<file path="src/design/sfd_pkg.sv">
// sfd_pkg: shared types and constants of the serial frame deframer
// no dependencies; compiled first

package sfd_pkg;

  // frame markers and positions inside the frame store
  localparam logic [7:0] MARK_HEAD = 8'hEF;
  localparam logic [7:0] MARK_TAIL = 8'hFF;
  localparam int ADDR1_POS = 2;
  localparam int ADDR2_POS = 3;
  localparam int LEN_POS = 5;
  localparam int TYPE_POS = 6;
  localparam int PAYLOAD_POS = 7;

  // result limits
  localparam int MAX_RESULTS = 56;
  localparam int PLEN_W = 6;

  // default store depth per bank
  localparam int STORE_DEPTH_DEFAULT = 64;

  // descriptor of a completed frame, front to back
  typedef struct packed {
    logic              bank;
    logic [7:0]        addr_first;
    logic [7:0]        addr_second;
    logic [7:0]        frame_type;
    logic [PLEN_W-1:0] plen;
  } sfd_desc_t;

  // bank handed back by the back part
  typedef struct packed {
    logic valid;
    logic bank;
  } sfd_release_t;

  // store write control (index travels separately)
  typedef struct packed {
    logic       en;
    logic       bank;
    logic [7:0] data;
  } sfd_wr_t;

  // store read control (index travels separately)
  typedef struct packed {
    logic en;
    logic bank;
  } sfd_rd_t;

  typedef enum logic [1:0] {
    BK_IDLE,
    BK_FETCH,
    BK_SHOW
  } sfd_back_state_e;

endpackage

</file>
<file path="src/design/sfd_if.sv">
// sfd_byte_if and sfd_result_if: valid/ready channels of the deframer
// no dependencies

interface sfd_byte_if;
  logic       valid;
  logic       ready;
  logic [7:0] rx_byte;

  modport source (output valid, output rx_byte, input ready);
  modport sink (input valid, input rx_byte, output ready);
endinterface

interface sfd_result_if;
  logic       valid;
  logic       ready;
  logic [7:0] address_first;
  logic [7:0] address_second;
  logic [7:0] frame_type;
  logic [5:0] payload_length;
  logic       payload_present;
  logic [7:0] payload_value;
  logic       final_of_frame;

  modport source (
    output valid, output address_first, output address_second, output frame_type,
    output payload_length, output payload_present, output payload_value,
    output final_of_frame, input ready
  );
  modport sink (
    input valid, input address_first, input address_second, input frame_type,
    input payload_length, input payload_present, input payload_value,
    input final_of_frame, output ready
  );
endinterface

</file>
<file path="src/design/serial_frame_deframer_core.sv">
// serial_frame_deframer_core: top level of the serial frame deframer
// depends on sfd_pkg, sfd_if, sfd_store, sfd_queue, sfd_front, sfd_back
//
// Bytes enter on rx_i and are taken one per cycle while the store bank being
// filled is free. Two 0xEF bytes in a row restart a frame; a 0xFF at a
// position one less than the length byte (frame byte 5) ends it. The finished
// frame's bank is handed to the back part through a two-entry queue and the
// front goes on filling the other bank. The back part gives one result per
// payload byte (header-only frames give one result); each payload result is
// read through the store's registered read port in BK_FETCH and presented on
// res_o in BK_SHOW, and each frame's descriptor is first taken from the queue
// in BK_IDLE. The input stalls only while both banks hold frames that are still
// being emitted. There is no clearing pass after reset.

module serial_frame_deframer_core #(
  parameter int STORE_DEPTH = sfd_pkg::STORE_DEPTH_DEFAULT
) (
  input  logic         clk_i,
  input  logic         rst_ni,
  sfd_byte_if.sink     rx_i,
  sfd_result_if.source res_o
);
  import sfd_pkg::*;

  localparam int IW = $clog2(STORE_DEPTH);

  logic         push;
  sfd_desc_t    push_desc;
  logic         q_full;
  logic         q_empty;
  logic         pop;
  sfd_desc_t    q_head;
  sfd_wr_t      wr;
  logic [IW-1:0] wr_idx;
  sfd_rd_t      rd;
  logic [IW-1:0] rd_idx;
  logic [7:0]   rd_data;
  sfd_release_t rel;

  // byte intake and frame assembly
  sfd_front #(.STORE_DEPTH(STORE_DEPTH), .IW(IW)) u_front (
    .clk_i    (clk_i),
    .rst_ni   (rst_ni),
    .rx       (rx_i),
    .push_o   (push),
    .desc_o   (push_desc),
    .q_full_i (q_full),
    .wr_o     (wr),
    .wr_idx_o (wr_idx),
    .rel_i    (rel)
  );

  // completed frame descriptors
  sfd_queue u_queue (
    .clk_i   (clk_i),
    .rst_ni  (rst_ni),
    .push_i  (push),
    .desc_i  (push_desc),
    .full_o  (q_full),
    .pop_i   (pop),
    .empty_o (q_empty),
    .head_o  (q_head)
  );

  // two-bank frame store
  sfd_store #(.STORE_DEPTH(STORE_DEPTH), .IW(IW)) u_store (
    .clk_i     (clk_i),
    .wr_i      (wr),
    .wr_idx_i  (wr_idx),
    .rd_i      (rd),
    .rd_idx_i  (rd_idx),
    .rd_data_o (rd_data)
  );

  // result emission
  sfd_back #(.STORE_DEPTH(STORE_DEPTH), .IW(IW)) u_back (
    .clk_i     (clk_i),
    .rst_ni    (rst_ni),
    .q_empty_i (q_empty),
    .q_head_i  (q_head),
    .pop_o     (pop),
    .rd_o      (rd),
    .rd_idx_o  (rd_idx),
    .rd_data_i (rd_data),
    .rel_o     (rel),
    .res       (res_o)
  );

endmodule

</file>
<file path="src/design/sfd_store.sv">
// sfd_store: two-bank frame byte memory, one write and one registered read port
// depends on sfd_pkg

module sfd_store #(
  parameter int STORE_DEPTH = sfd_pkg::STORE_DEPTH_DEFAULT,
  parameter int IW = $clog2(STORE_DEPTH)
) (
  input  logic             clk_i,
  input  sfd_pkg::sfd_wr_t wr_i,
  input  logic [IW-1:0]    wr_idx_i,
  input  sfd_pkg::sfd_rd_t rd_i,
  input  logic [IW-1:0]    rd_idx_i,
  output logic [7:0]       rd_data_o
);
  import sfd_pkg::*;

  logic [7:0] mem_q [2][STORE_DEPTH];
  logic [7:0] rd_data_q;

  // write port
  always_ff @(posedge clk_i) begin
    if (wr_i.en) begin
      mem_q[wr_i.bank][wr_idx_i] <= wr_i.data;
    end
  end

  // registered read port, holds between reads
  always_ff @(posedge clk_i) begin
    if (rd_i.en) begin
      rd_data_q <= mem_q[rd_i.bank][rd_idx_i];
    end
  end

  assign rd_data_o = rd_data_q;

endmodule

</file>
<file path="src/design/sfd_queue.sv">
// sfd_queue: two-entry descriptor queue between front and back
// depends on sfd_pkg

module sfd_queue (
  input  logic               clk_i,
  input  logic               rst_ni,
  input  logic               push_i,
  input  sfd_pkg::sfd_desc_t desc_i,
  output logic               full_o,
  input  logic               pop_i,
  output logic               empty_o,
  output sfd_pkg::sfd_desc_t head_o
);
  import sfd_pkg::*;

  sfd_desc_t  slot_q [2];
  logic       wr_ptr_q, wr_ptr_d;
  logic       rd_ptr_q, rd_ptr_d;
  logic [1:0] cnt_q, cnt_d;

  assign full_o  = (cnt_q == 2'd2);
  assign empty_o = (cnt_q == 2'd0);
  assign head_o  = slot_q[rd_ptr_q];

  // pointer and occupancy update
  always_comb begin
    wr_ptr_d = wr_ptr_q;
    rd_ptr_d = rd_ptr_q;
    cnt_d    = cnt_q;
    if (push_i) begin
      wr_ptr_d = ~wr_ptr_q;
    end
    if (pop_i) begin
      rd_ptr_d = ~rd_ptr_q;
    end
    if (push_i && !pop_i) begin
      cnt_d = cnt_q + 2'd1;
    end else if (!push_i && pop_i) begin
      cnt_d = cnt_q - 2'd1;
    end
  end

  always_ff @(posedge clk_i or negedge rst_ni) begin
    if (!rst_ni) begin
      wr_ptr_q <= 1'b0;
      rd_ptr_q <= 1'b0;
      cnt_q    <= 2'd0;
    end else begin
      wr_ptr_q <= wr_ptr_d;
      rd_ptr_q <= rd_ptr_d;
      cnt_q    <= cnt_d;
    end
  end

  // slot storage
  always_ff @(posedge clk_i) begin
    if (push_i) begin
      slot_q[wr_ptr_q] <= desc_i;
    end
  end

endmodule

</file>
<file path="src/design/sfd_front.sv">
// sfd_front: accepts received bytes, tracks the fill count, stores frame bytes
// and hands completed frames to the queue; depends on sfd_pkg and sfd_if

module sfd_front #(
  parameter int STORE_DEPTH = sfd_pkg::STORE_DEPTH_DEFAULT,
  parameter int IW = $clog2(STORE_DEPTH)
) (
  input  logic                  clk_i,
  input  logic                  rst_ni,
  sfd_byte_if.sink              rx,
  output logic                  push_o,
  output sfd_pkg::sfd_desc_t    desc_o,
  input  logic                  q_full_i,
  output sfd_pkg::sfd_wr_t      wr_o,
  output logic [IW-1:0]         wr_idx_o,
  input  sfd_pkg::sfd_release_t rel_i
);
  import sfd_pkg::*;

  localparam int CW = $clog2(STORE_DEPTH + 1);
  localparam int CMPW = ((CW > 8) ? CW : 8) + 1;

  logic [CW-1:0] count_q, count_d;
  logic          bank_q, bank_d;
  logic [1:0]    busy_q, busy_d;
  logic [7:0]    last_q, last_d;
  logic [7:0]    addr1_q, addr1_d;
  logic [7:0]    addr2_q, addr2_d;
  logic [7:0]    len_q, len_d;
  logic [7:0]    type_q, type_d;

  logic            accept;
  logic            is_restart;
  logic            is_done;
  logic            is_full;
  logic [CMPW-1:0] count_ext;
  logic [CMPW-1:0] pdiff;
  logic [PLEN_W-1:0] plen;

  assign rx.ready = !busy_q[bank_q] && !q_full_i;
  assign accept   = rx.valid && rx.ready;

  // classify the incoming byte
  assign count_ext  = CMPW'(count_q);
  assign is_restart = (rx.rx_byte == MARK_HEAD) && (count_q != '0) && (last_q == MARK_HEAD);
  assign is_done    = (count_q > CW'(LEN_POS)) && (rx.rx_byte == MARK_TAIL)
                      && (CMPW'(len_q) == count_ext + CMPW'(1));
  assign is_full    = (count_ext >= CMPW'(STORE_DEPTH));

  // payload length, saturated
  always_comb begin
    pdiff = '0;
    if (count_ext > CMPW'(PAYLOAD_POS)) begin
      pdiff = count_ext - CMPW'(PAYLOAD_POS);
    end
    if (pdiff > CMPW'(MAX_RESULTS)) begin
      plen = PLEN_W'(MAX_RESULTS);
    end else begin
      plen = pdiff[PLEN_W-1:0];
    end
  end

  assign desc_o.bank        = bank_q;
  assign desc_o.addr_first  = addr1_q;
  assign desc_o.addr_second = addr2_q;
  assign desc_o.frame_type  = type_q;
  assign desc_o.plen        = plen;

  // next state of the assembler
  always_comb begin
    count_d  = count_q;
    bank_d   = bank_q;
    busy_d   = busy_q;
    last_d   = last_q;
    addr1_d  = addr1_q;
    addr2_d  = addr2_q;
    len_d    = len_q;
    type_d   = type_q;
    push_o   = 1'b0;
    wr_o.en  = 1'b0;
    wr_o.bank = bank_q;
    wr_o.data = rx.rx_byte;
    wr_idx_o = count_q[IW-1:0];

    if (rel_i.valid) begin
      busy_d[rel_i.bank] = 1'b0;
    end

    if (accept) begin
      if (is_restart) begin
        count_d = CW'(2);
        last_d  = MARK_HEAD;
      end else if (is_done) begin
        push_o         = 1'b1;
        busy_d[bank_q] = 1'b1;
        bank_d         = ~bank_q;
        count_d        = '0;
      end else if (is_full) begin
        count_d = '0;
      end else begin
        wr_o.en = 1'b1;
        count_d = count_q + CW'(1);
        last_d  = rx.rx_byte;
        if (count_q == CW'(ADDR1_POS)) begin
          addr1_d = rx.rx_byte;
        end
        if (count_q == CW'(ADDR2_POS)) begin
          addr2_d = rx.rx_byte;
        end
        if (count_q == CW'(LEN_POS)) begin
          len_d = rx.rx_byte;
        end
        if (count_q == CW'(TYPE_POS)) begin
          type_d = rx.rx_byte;
        end
      end
    end
  end

  // control state
  always_ff @(posedge clk_i or negedge rst_ni) begin
    if (!rst_ni) begin
      count_q <= '0;
      bank_q  <= 1'b0;
      busy_q  <= 2'b00;
    end else begin
      count_q <= count_d;
      bank_q  <= bank_d;
      busy_q  <= busy_d;
    end
  end

  // mirrors of the header bytes and the last stored byte
  always_ff @(posedge clk_i) begin
    last_q  <= last_d;
    addr1_q <= addr1_d;
    addr2_q <= addr2_d;
    len_q   <= len_d;
    type_q  <= type_d;
  end

endmodule

</file>
<file path="src/design/sfd_back.sv">
// sfd_back: walks one completed frame at a time, reads its payload from the
// store and presents one result per byte; depends on sfd_pkg and sfd_if

module sfd_back #(
  parameter int STORE_DEPTH = sfd_pkg::STORE_DEPTH_DEFAULT,
  parameter int IW = $clog2(STORE_DEPTH)
) (
  input  logic                  clk_i,
  input  logic                  rst_ni,
  input  logic                  q_empty_i,
  input  sfd_pkg::sfd_desc_t    q_head_i,
  output logic                  pop_o,
  output sfd_pkg::sfd_rd_t      rd_o,
  output logic [IW-1:0]         rd_idx_o,
  input  logic [7:0]            rd_data_i,
  output sfd_pkg::sfd_release_t rel_o,
  sfd_result_if.source          res
);
  import sfd_pkg::*;

  sfd_back_state_e   state_q, state_d;
  sfd_desc_t         desc_q, desc_d;
  logic [PLEN_W-1:0] k_q, k_d;
  logic              has_payload;
  logic              last_res;

  assign has_payload = (desc_q.plen != '0);
  assign last_res    = !has_payload || ((k_q + PLEN_W'(1)) == desc_q.plen);

  // result fields come from the held descriptor and the store read register
  assign res.address_first   = desc_q.addr_first;
  assign res.address_second  = desc_q.addr_second;
  assign res.frame_type      = desc_q.frame_type;
  assign res.payload_length  = desc_q.plen;
  assign res.payload_present = has_payload;
  assign res.payload_value   = has_payload ? rd_data_i : 8'h00;
  assign res.final_of_frame  = last_res;

  assign rd_idx_o = IW'(PAYLOAD_POS) + IW'(k_q);

  // sequencer
  always_comb begin
    state_d    = state_q;
    desc_d     = desc_q;
    k_d        = k_q;
    pop_o      = 1'b0;
    rd_o.en    = 1'b0;
    rd_o.bank  = desc_q.bank;
    rel_o.valid = 1'b0;
    rel_o.bank  = desc_q.bank;
    res.valid  = 1'b0;
    case (state_q)
      BK_IDLE: begin
        if (!q_empty_i) begin
          pop_o  = 1'b1;
          desc_d = q_head_i;
          k_d    = '0;
          state_d = (q_head_i.plen != '0) ? BK_FETCH : BK_SHOW;
        end
      end
      BK_FETCH: begin
        rd_o.en = 1'b1;
        state_d = BK_SHOW;
      end
      BK_SHOW: begin
        res.valid = 1'b1;
        if (res.ready) begin
          if (last_res) begin
            rel_o.valid = 1'b1;
            state_d     = BK_IDLE;
          end else begin
            k_d     = k_q + PLEN_W'(1);
            state_d = BK_FETCH;
          end
        end
      end
      default: begin
        state_d = BK_IDLE;
      end
    endcase
  end

  always_ff @(posedge clk_i or negedge rst_ni) begin
    if (!rst_ni) begin
      state_q <= BK_IDLE;
    end else begin
      state_q <= state_d;
    end
  end

  // frame context
  always_ff @(posedge clk_i) begin
    desc_q <= desc_d;
    k_q    <= k_d;
  end

endmodule

</file>
<file path="src/flat_wrapper.sv">
// flat-port wrapper written by rule: the top's interface ports become plain ports
module serial_frame_deframer_core_flat import sfd_pkg::*;
#(
  parameter int STORE_DEPTH = sfd_pkg::STORE_DEPTH_DEFAULT
)
  (clk_i, rst_ni, rx_i_valid, rx_i_rx_byte, rx_i_ready, res_o_valid, res_o_address_first, res_o_address_second, res_o_frame_type, res_o_payload_length, res_o_payload_present, res_o_payload_value, res_o_final_of_frame, res_o_ready);
  sfd_byte_if rx_i_i ();
  sfd_result_if res_o_i ();
  input  logic clk_i;
  input  logic rst_ni;
  input wire logic [$bits(rx_i_i.valid)-1:0] rx_i_valid;
  input wire logic [$bits(rx_i_i.rx_byte)-1:0] rx_i_rx_byte;
  output wire logic [$bits(rx_i_i.ready)-1:0] rx_i_ready;
  output wire logic [$bits(res_o_i.valid)-1:0] res_o_valid;
  output wire logic [$bits(res_o_i.address_first)-1:0] res_o_address_first;
  output wire logic [$bits(res_o_i.address_second)-1:0] res_o_address_second;
  output wire logic [$bits(res_o_i.frame_type)-1:0] res_o_frame_type;
  output wire logic [$bits(res_o_i.payload_length)-1:0] res_o_payload_length;
  output wire logic [$bits(res_o_i.payload_present)-1:0] res_o_payload_present;
  output wire logic [$bits(res_o_i.payload_value)-1:0] res_o_payload_value;
  output wire logic [$bits(res_o_i.final_of_frame)-1:0] res_o_final_of_frame;
  input wire logic [$bits(res_o_i.ready)-1:0] res_o_ready;
  assign rx_i_i.valid = rx_i_valid;
  assign rx_i_i.rx_byte = rx_i_rx_byte;
  assign rx_i_ready = rx_i_i.ready;
  assign res_o_valid = res_o_i.valid;
  assign res_o_address_first = res_o_i.address_first;
  assign res_o_address_second = res_o_i.address_second;
  assign res_o_frame_type = res_o_i.frame_type;
  assign res_o_payload_length = res_o_i.payload_length;
  assign res_o_payload_present = res_o_i.payload_present;
  assign res_o_payload_value = res_o_i.payload_value;
  assign res_o_final_of_frame = res_o_i.final_of_frame;
  assign res_o_i.ready = res_o_ready;
  serial_frame_deframer_core #(.STORE_DEPTH(STORE_DEPTH)) u_core (.clk_i(clk_i), .rst_ni(rst_ni), .rx_i(rx_i_i), .res_o(res_o_i));
endmodule
</file>
<file path="config.mk">
export PLATFORM = sky130hd
export DESIGN_NAME = serial_frame_deframer_core_flat
export DESIGN_NICKNAME = d
export VERILOG_FILES = /design/src/design/sfd_pkg.sv /design/src/design/sfd_if.sv /design/src/design/serial_frame_deframer_core.sv /design/src/design/sfd_store.sv /design/src/design/sfd_queue.sv /design/src/design/sfd_front.sv /design/src/design/sfd_back.sv /design/src/flat_wrapper.sv
export SDC_FILE = /design/constraint.sdc
export NUM_CORES = 1
export LEC_CHECK = 0
export ABC_AREA = 1
export BUFFER_PORTS_ARGS = -buffer_cell sky130_fd_sc_hd__buf_4
export CELL_PAD_IN_SITES_DETAIL_PLACEMENT = 1
export CELL_PAD_IN_SITES_GLOBAL_PLACEMENT = 1
export CORE_UTILIZATION = 43
export DETAILED_ROUTE_END_ITERATION = 8
export MAX_ROUTING_LAYER = met4
export PLACE_DENSITY = 0.78
export SETUP_SLACK_MARGIN = 0.1
export SYNTH_ARGS = -nofsm -noshare
export SYNTH_HDL_FRONTEND = slang
export SYNTH_HIERARCHICAL = 1
export SYNTH_SLANG_ARGS = --single-unit
</file>
<file path="constraint.sdc">
create_clock -name clk_i -period 3.95 [get_ports clk_i]
set_input_delay 0.395 -clock clk_i [delete_from_list [all_inputs] [get_ports clk_i]]
set_output_delay 0.395 -clock clk_i [all_outputs]
set_load 0.1 [all_outputs]
</file>
==> results by group, run 1 <==
Worst setup path
  • Max FO, Critical Path: 11
  • Most frequent CP cell: inv_1
  • Critical path endpoint category: flop
  • Slowest CP cell: dfrtp_1
  • Req. time, crit path: 4370 ps
  • CP Cell Sequence: nor2_2, nand2_2, nor2_2, nand2_1, nand3_2, inv_2, nor2_8, nand3_1, inv_1, inv_1, nor2_1, inv_1, nor2_1, inv_1, nor3_1, buf_4
  • Critical path class: reg2reg
  • Buffers plus inverters on the worst setup path: 6
  • Crit-path max cell delay: 530 ps
  • Startpoint Class: flop
  • Arrival time worst endpoint: 4070 ps
  • Crit path max-delay family: simple AND/OR/NAND/NOR gates

Pwr
  • Static leakage: 20.1 nW
  • Cell Pwr Density: 810 nW/um^2
  • Peak supply drop: 0.000672 V

CTS
  • Clock root cell: clkbuf_16
  • H-tree levels: 3
  • Reg clk slew, reported paths: 60 ps
  • Num CTS Buffers: 119
  • Clk buf depth: 3
  • Clock tree sinks: 1187
  • Worst skew pair latency: 740 ps
  • CTS tree: done

Route
  • Drt pass-1 iters: 5
  • Routed WL: 146 mm
  • Residual DRC: 0
  • Vias after detailed routing: 33086
  • Post-DRT Antenna Nets: 0
  • Wire length per cell: 25.0 um
  • Drt first-iter violations: 3315
  • Vias per Instance: 5.69

Global routing
  • Vias in the first global route: 35086
  • Tot GR Track Use: 25.7%
  • Global-route wire length before repair: 218 mm
  • Largest net degree at the start of global routing: 192
  • Grt ovf: 0
  • Antenna violations before repair: 2

Finish
  • Multi-input logic area: 11800 sq um
  • Fin area: 55400 sq um
  • Share of layout cells above drive strength 1: 11.3%
  • Area growth, synth to finish: 12.3%
  • NumNets Final: 4239
  • Register Area: 35600 sq um
  • Fill cells: 11666

Floorplanning
  • Cell Rows: 123
  • I/O pin total: 54
  • Chip width: 341 um
  • Die extent in y: 341 um
  • Initial core utilization: 43.6%
  • Die ar.: 116000 sq um
  • CORE AREA: 113000 sq um

Run
  • Max cap viols: 0

Logic synthesis
  • Dominant cells by area after synthesis: edfxtp_1 (71%), nand2_1 (10%), nand3_1 (9.7%), buf_2 (1.3%), buf_6 (1.2%)
  • Dominant synthesized flop cell: edfxtp_1
  • Syn_area_per_cell: 11.9 sq um
  • Net Count, Synth: 4163
  • Sequential-to-total area share from yosys stat: 72.1%
  • EDFF count, synth: 1171
  • Syn. warnings: 6
  • Post-synth top area share: 71.3%
  • Count of cell types in the netlist: 43
  • Area leader, netlist: edfxtp_1
  • Synth Instances: 4144
  • Seq cells post-synth: 1187
  • Mapped cell area: 49300 sq um
  • Async set-reset flop share out of synthesis: 1.35%

Timing
  • Clock skew: 36.9 ps
  • Final Max Slew Viols: 0
  • Setup tns final: 0 ps
  • Post-layout min period: 3650 ps
  • Fmax: 274 MHz
  • Slew @ Worst Pin: 1280 ps
  • Tcrit/Tclk final: 92.4%
  • Slew headroom: 14.2%
  • Setup ws final: 299 ps
  • RSZ-0062 raised after global routing: true
  • Final setup violating endpoints: 0
  • Final Hold Vio Count: 0
  • Min Hold Slack: 81.5 ps

Place
  • GPL Wtd Cong: 0.879
  • Pre-CTS WS: 405 ps
  • Cell area after placement: 51500 sq um
  • Hpwl dp: 87.2 mm
  • Port bufs: 53

Run status
  • Outcome: complete, no violations

Hold path
  • Hold Crit Class: in2reg
## state kept, by name, indices dropped and copies added (netlist names)
register                          count
u_core/u_back/state_q                 2
u_core/u_front/busy_q                 2
u_core/u_front/count_q                7
u_core/u_back/res.address_second      8
u_core/u_store/mem_q               1024
u_core/u_front/bank_q                 1
u_core/u_back/rd_o                    1
u_core/u_back/res.payload_length      6
u_core/u_front/type_q                 8
u_core/u_queue/rd_ptr_q               1
u_core/u_queue/slot_q                62
u_core/u_queue/cnt_q                  2
u_core/u_front/addr2_q                8
u_core/u_back/res.frame_type          8
u_core/u_back/res.address_first       8
u_core/u_queue/wr_ptr_q               1
u_core/u_front/last_q                 8
u_core/u_front/addr1_q                8
u_core/u_front/len_q                  8
u_core/u_back/k_q                     6
u_core/u_store/rd_data_o              8
## cell type report
class	instances	share of cell area, %
Antenna cell	1	0.00452
Clock buffer	149	5.67
Clock inverter	69	1.23
Inverter	85	0.648
Multi-Input combinational cell	2602	21.3
Sequential cell	1187	64.2
Tap cell	1500	3.39
Timing Repair Buffer	225	3.54
## Yosys cell counts (7+ instances only)
| cell type | instances |
|---|---|
| buf_4 | 27 |
| buf_6 | 52 |
| buf_2 | 125 |
| dfrtp_1 | 16 |
| edfxtp_1 | 1171 |
| clkbuf_1 | 46 |
| mux2_4 | 29 |
| xor2_1 | 9 |
| nand4_1 | 15 |
| nand2_1 | 1349 |
| ha_1 | 7 |
| nor2_2 | 7 |
| nand2_2 | 11 |
| nor3_1 | 34 |
| nand3_1 | 953 |
| buf_1 | 16 |
| inv_2 | 8 |
| inv_1 | 73 |
| nor2_1 | 145 |
## per-layer routing
metal  vias to the layer above  routed length [um]  global-route usage (%)
met2                      1256               73800                    43.4
met4                         0                5640                    10.5
li1                      14666                   -                       -
met3                       313                9110                    3.16
met1                     16851               56900                    31.3
met5                         -                   0                       -
## final timing paths
check	startpoint	endpoint	slack, ps	depth (start not counted)
max in group asynchronous	rst_ni	u_core/u_front/bank_q	3600	2
setup reg to reg	u_core/u_front/count_q[3]	u_core/u_store/mem_q[1][486]	300	16
setup / recovery	u_core/u_front/count_q[3]	u_core/u_store/mem_q[1][486]	300	16
min in group asynchronous	rst_ni	u_core/u_back/state_q[0]	100	2
hold / removal	rx_i_rx_byte[4]	u_core/u_front/type_q[4]	80	1
hold reg to reg	u_core/u_front/addr1_q[6]	u_core/u_queue/slot_q[1][28]	450	0
## through the flow
step	util (%)	power, mW	cells
6_report	49.0	44.9	5818
5_1_grt	49.0	46.6	5818
4_1_cts	49.0	44.8	5817
3_5_place_dp	45.5	33.5	5594
3_3_place_gp	45.5	32.9	5594
2_1_floorplan	-	27.1	4144
## placed cells by master, fill, tap and decap left out, types with 14 or more instances in the layout
cell and n:
clkbuf_16 120, buf_4 198, dfrtp_1 14, nand3_1 953, nand4_1 15, nor2_1 139, clkinv_1 24, edfxtp_1 1171
clkbuf_1 26, nand2_1 1349, buf_12 20, nor3_1 24, inv_1 71, mux2_4 29, clkinv_2 26
## what timing repair did
| item | in CTS | in global routing |
|---|---|---|
| hold buffers | 5 | 0 |
| setup endpoints to repair | 0 | 118 |
| buffers inserted | 0 | 0 |
| gates resized for setup | 0 | 4 |
| endpoints found under the hold margin | 28 | 0 |
## power by group
group          total [mW]  switching, mW  internal, mW
sequential           14.9          0.352          14.5
combinational        18.8           14.0          4.81
clock                11.2           4.83          6.34
total                44.9           19.2          25.7
## cell families (layout without fill, tap and decap cells)
group | after synthesis | count (layout) | synth area share [%]
AND/OR/NAND/NOR | 2532 | 2532 | 22.2
multiplexers | 31 | 31 | 0.928
other | 0 | 1 | 0
XOR/XNOR | 12 | 12 | 0.213
adder cells (fa/ha/maj) | 7 | 7 | 0.178
AO/OA/AOI/OAI | 20 | 20 | 0.256
flip-flops | 1187 | 1187 | 72.1
buffers and inverters | 355 | 528 | 4.15
Power figures use the tool's default switching activity.
==> run 2, diff against run 1 <==
Settings changed: ABC_AREA 1 to not set, PLACE_DENSITY 0.78 to 0.73.
==> run 2 against run 1 <==
Compared with the run above:
- critical path depth fell by 2
- clock skew fell by 8.3 ps
- routed wire length fell by 23%
- final cell count fell by 36%
- first-iteration DRC count fell by 33%
- via count fell by 34%
- combinational power fell by 34%
- clock-buffer cell count fell by 13
- sequential share of layout area rose by 3.1 points
- die area fell by 5.7%
- non-clock buffer count fell by 67
- clock power fell by 4%
==> results by group, run 2 <==
Logic synthesis
  • Count leader, synth: edfxtp_1 (was nand2_1)
  • Syn_area_per_cell: 22.5 sq um (was 11.9 sq um)
  • Dominant cells by area after synthesis: edfxtp_1 (76%), mux4_2 (16%), nor2_1 (1.3%), mux2_4 (0.97%), dfrtp_1 (0.86%) (was edfxtp_1 (71%), nand2_1 (10%), nand3_1 (9.7%), buf_2 (1.3%), buf_6 (1.2%))
  • Post-synth top area share: 75.6% (was 71.3%)
  • Area leader, netlist: edfxtp_1 (unchanged)
  • Async set-reset flop share out of synthesis: 1.35% (unchanged)
  • Post-synth top cells: edfxtp_1 (1171), mux4_2 (336), nor2_1 (155) (was nand2_1 (1349), edfxtp_1 (1171), nand3_1 (953))
  • Synth Instances: 2064 (was 4144)
  • Dominant synthesized flop cell: edfxtp_1 (unchanged)
  • Mapped cell area: 46500 sq um (was 49300 sq um)
  • Syn. warnings: 6 (unchanged)
  • Count of cell types in the netlist: 73 (was 43)
  • Seq cells post-synth: 1187 (unchanged)
  • EDFF count, synth: 1171 (unchanged)
  • Net Count, Synth: 2083 (was 4163)
  • Sequential-to-total area share from yosys stat: 76.5% (was 72.1%)

Timing
  • RSZ-0062 raised after global routing: true (unchanged)
  • Final Max Slew Viols: 0 (unchanged)
  • Fmax: 259 MHz (was 274 MHz)
  • Slew @ Worst Pin: 1270 ps (was 1280 ps)
  • Final setup violating endpoints: 0 (unchanged)
  • Setup ws final: 95.7 ps (was 299 ps)
  • Slew headroom: 15.1% (was 14.2%)
  • Final Hold Vio Count: 0 (unchanged)
  • Post-layout min period: 3850 ps (was 3650 ps)
  • Tcrit/Tclk final: 97.6% (was 92.4%)
  • Clock skew: 28.5 ps (was 36.9 ps)

Route
  • Vias after detailed routing: 21727 (was 33086)
  • Drt first-iter violations: 2227 (was 3315)
  • Drt pass-1 iters: 5 (unchanged)
  • Wire length per cell: 30.1 um (was 25.0 um)
  • Residual DRC: 0 (unchanged)
  • Vias per Instance: 5.85 (was 5.69)
  • Routed WL: 112 mm (was 146 mm)
  • Post-DRT Antenna Nets: 0 (unchanged)

Finish
  • Top flop regs: u_core/u_store/mem_q x1024, u_core/u_queue/slot_q x62 (unchanged)
  • Max reg flops: 1024 (unchanged)
  • Commonest non-fill, non-tap cell in the layout: edfxtp_1 (was nand2_1)
  • Fill cells: 9473 (was 11666)
  • Most frequent cells in the layout: edfxtp_1 (1171), mux4_2 (336), buf_4 (140), nor2_1 (117), clkbuf_16 (116) (was nand2_1 (1349), edfxtp_1 (1171), nand3_1 (953), buf_4 (198), nor2_1 (139))
  • Register Area: 35600 sq um (about the same)
  • Share of layout cells above drive strength 1: 33.0% (was 11.3%)
  • Multi-input logic area: 10300 sq um (was 11800 sq um)
  • NumNets Final: 2233 (was 4239)
  • Area growth, synth to finish: 13.6% (was 12.3%)
  • Most flops, register: u_core/u_store/mem_q (unchanged)

Pwr
  • Cell Pwr Density: 722 nW/um^2 (was 810 nW/um^2)
  • Peak supply drop: 0.000406 V (was 0.000672 V)
  • Total design power: 38.1 mW (was 44.9 mW)
  • Static leakage: 16.7 nW (was 20.1 nW)

Global routing
  • Vias in the first global route: 22949 (was 35086)
  • Antenna violations before repair: 3 (was 2)
  • Tot GR Track Use: 21.5% (was 25.7%)
  • M2 GR Usage: 35.4% (was 43.4%)
  • Grt ovf: 0 (unchanged)
  • Largest net degree at the start of global routing: 108 (was 192)
  • Global-route wire length before repair: 163 mm (was 218 mm)
  • Most Used Layer, Global Route: met2 (unchanged)
  • Met3 Track Usage GR: 3.08% (was 3.16%)
  • M1 GR Usage: 28.1% (was 31.3%)

CTS
  • Clock root cell: clkbuf_16 (unchanged)
  • Worst skew pair latency: 720 ps (was 740 ps)
  • Clock tree sinks: 1187 (unchanged)
  • CTS tree: done (unchanged)
  • Clk buf depth: 3 (unchanged)
  • H-tree levels: 3 (unchanged)
  • Reg clk slew, reported paths: 60 ps (about the same)
  • Num CTS Buffers: 115 (was 119)

Floorplanning
  • I/O pin total: 54 (unchanged)
  • Initial core utilization: 43.4% (was 43.6%)
  • CORE AREA: 107000 sq um (was 113000 sq um)
  • Cell Rows: 120 (was 123)
  • Die ar.: 109000 sq um (was 116000 sq um)
  • Die extent in y: 331 um (was 341 um)
  • Chip width: 331 um (was 341 um)

Place
  • Port bufs: 53 (unchanged)
  • Pre-CTS WS: -147 ps (was 405 ps)
  • GPL Wtd Cong: 0.849 (was 0.879)
  • Hpwl dp: 69.6 mm (was 87.2 mm)

Run
  • Max cap viols: 0 (unchanged)

Worst setup path
  • Critical path endpoint category: flop (unchanged)
  • Worst reg2reg setup slack: 100 ps (was 300 ps)
  • Worst Reg2Reg Path Length in Cells: 14 (was 16)
  • Crit path from: u_core/u_front/count_q[0] (was u_core/u_front/count_q[3])
  • RR Endpoint: u_core/u_store/mem_q[0][217] (was u_core/u_store/mem_q[1][486])
  • Max FO, Critical Path: 18 (was 11)
  • Startpoint Class: flop (unchanged)
  • FF-to-FF Start: u_core/u_front/count_q[0] (was u_core/u_front/count_q[3])
  • Arrival time worst endpoint: 4180 ps (was 4070 ps)
  • Req. time, crit path: 4270 ps (was 4370 ps)
  • CP endpoint: u_core/u_store/mem_q[0][217] (was u_core/u_store/mem_q[1][486])
  • Critical path class: reg2reg (unchanged)

Run status
  • Outcome: complete, no violations (unchanged)

Hold path
  • Hold Crit Class: in2async (was in2reg)
## run 2: what timing repair did
item,CTS,global route
cloned,0,0
hold buffers,3,0
buffers inserted,0,0
endpoints found under the hold margin,21,0
resized for setup,15,26
endpoints found under the setup margin,375,260
## run 2: worst max-delay path: stages (launching register included)
cell and delay [ps]:
dfrtp_1 360, buf_4 230, inv_1 100, ha_1 360
xor2_1 180, nor2_1 70, o2111ai_1 190, nor4_4 110
a21oi_4 210, nand2_4 100, inv_1 160, nor2b_2 410
nand2_1 100, buf_4 240, nor2_1 640
## run 2: layer usage
layer	vias to the layer above	wire length (um)
li1	8916	-
met1	11926	45400
met2	749	57500
met3	136	6860
met4	0	2310
met5	-	0
## run 2: cell type report
| type | instances | share of cell area [%] |
|---|---|---|
| clock buffer | 136 | 5.64 |
| antenna | 2 | 0.00948 |
| multi-input combinational | 737 | 19.5 |
| tap | 1403 | 3.32 |
| timing repair buffer | 158 | 2.60 |
| sequential | 1187 | 67.4 |
| inverter | 15 | 0.126 |
| clock inverter | 79 | 1.39 |
## run 2: cell families (layout without fill, tap and decap cells)
group / after synthesis / after routing / synth area share [%]
flip-flops: 1187 / 1187 / 76.5
buffers and inverters: 140 / 388 / 1.63
other: 0 / 2 / 0
adder cells (fa/ha/maj): 7 / 7 / 0.188
AND/OR/NAND/NOR: 279 / 279 / 2.83
AO/OA/AOI/OAI: 48 / 48 / 0.810
XOR/XNOR: 26 / 26 / 0.552
multiplexers: 377 / 377 / 17.5
## run 2: through the flow
step,cells,TNS [ps],utilization (%),area (sq um),hold WS [ps]
2_1_floorplan,2064,0,-,46500,99.4
3_3_place_gp,3497,-29.4,45.7,48900,293
3_5_place_dp,3497,-19490,45.7,48900,299
4_1_cts,3715,0,49.2,52700,97.5
5_1_grt,3717,-613,49.3,52800,149
6_report,3717,0,49.3,52800,141
## run 2: worst min path at each step
stage	start	to	slack [ps]
floorplan	rst_ni	u_core/u_back/state_q[0]	100
global placement	rst_ni	u_core/u_queue/wr_ptr_q	290
detailed placement	rst_ni	u_core/u_queue/cnt_q[1]	300
CTS	rst_ni	u_core/u_queue/cnt_q[1]	100
global route	rst_ni	u_core/u_queue/cnt_q[1]	150
finish	rst_ni	u_core/u_back/state_q[1]	140
## run 2: power by group
part | total (mW) | switching (mW) | internal [mW] | leakage, nW
Clock | 10.8 | 4.71 | 6.12 | 1.83
Combinational | 12.5 | 7.44 | 5.07 | 4.18
Sequential | 14.8 | 0.295 | 14.5 | 10.7
Total | 38.1 | 12.4 | 25.7 | 16.7
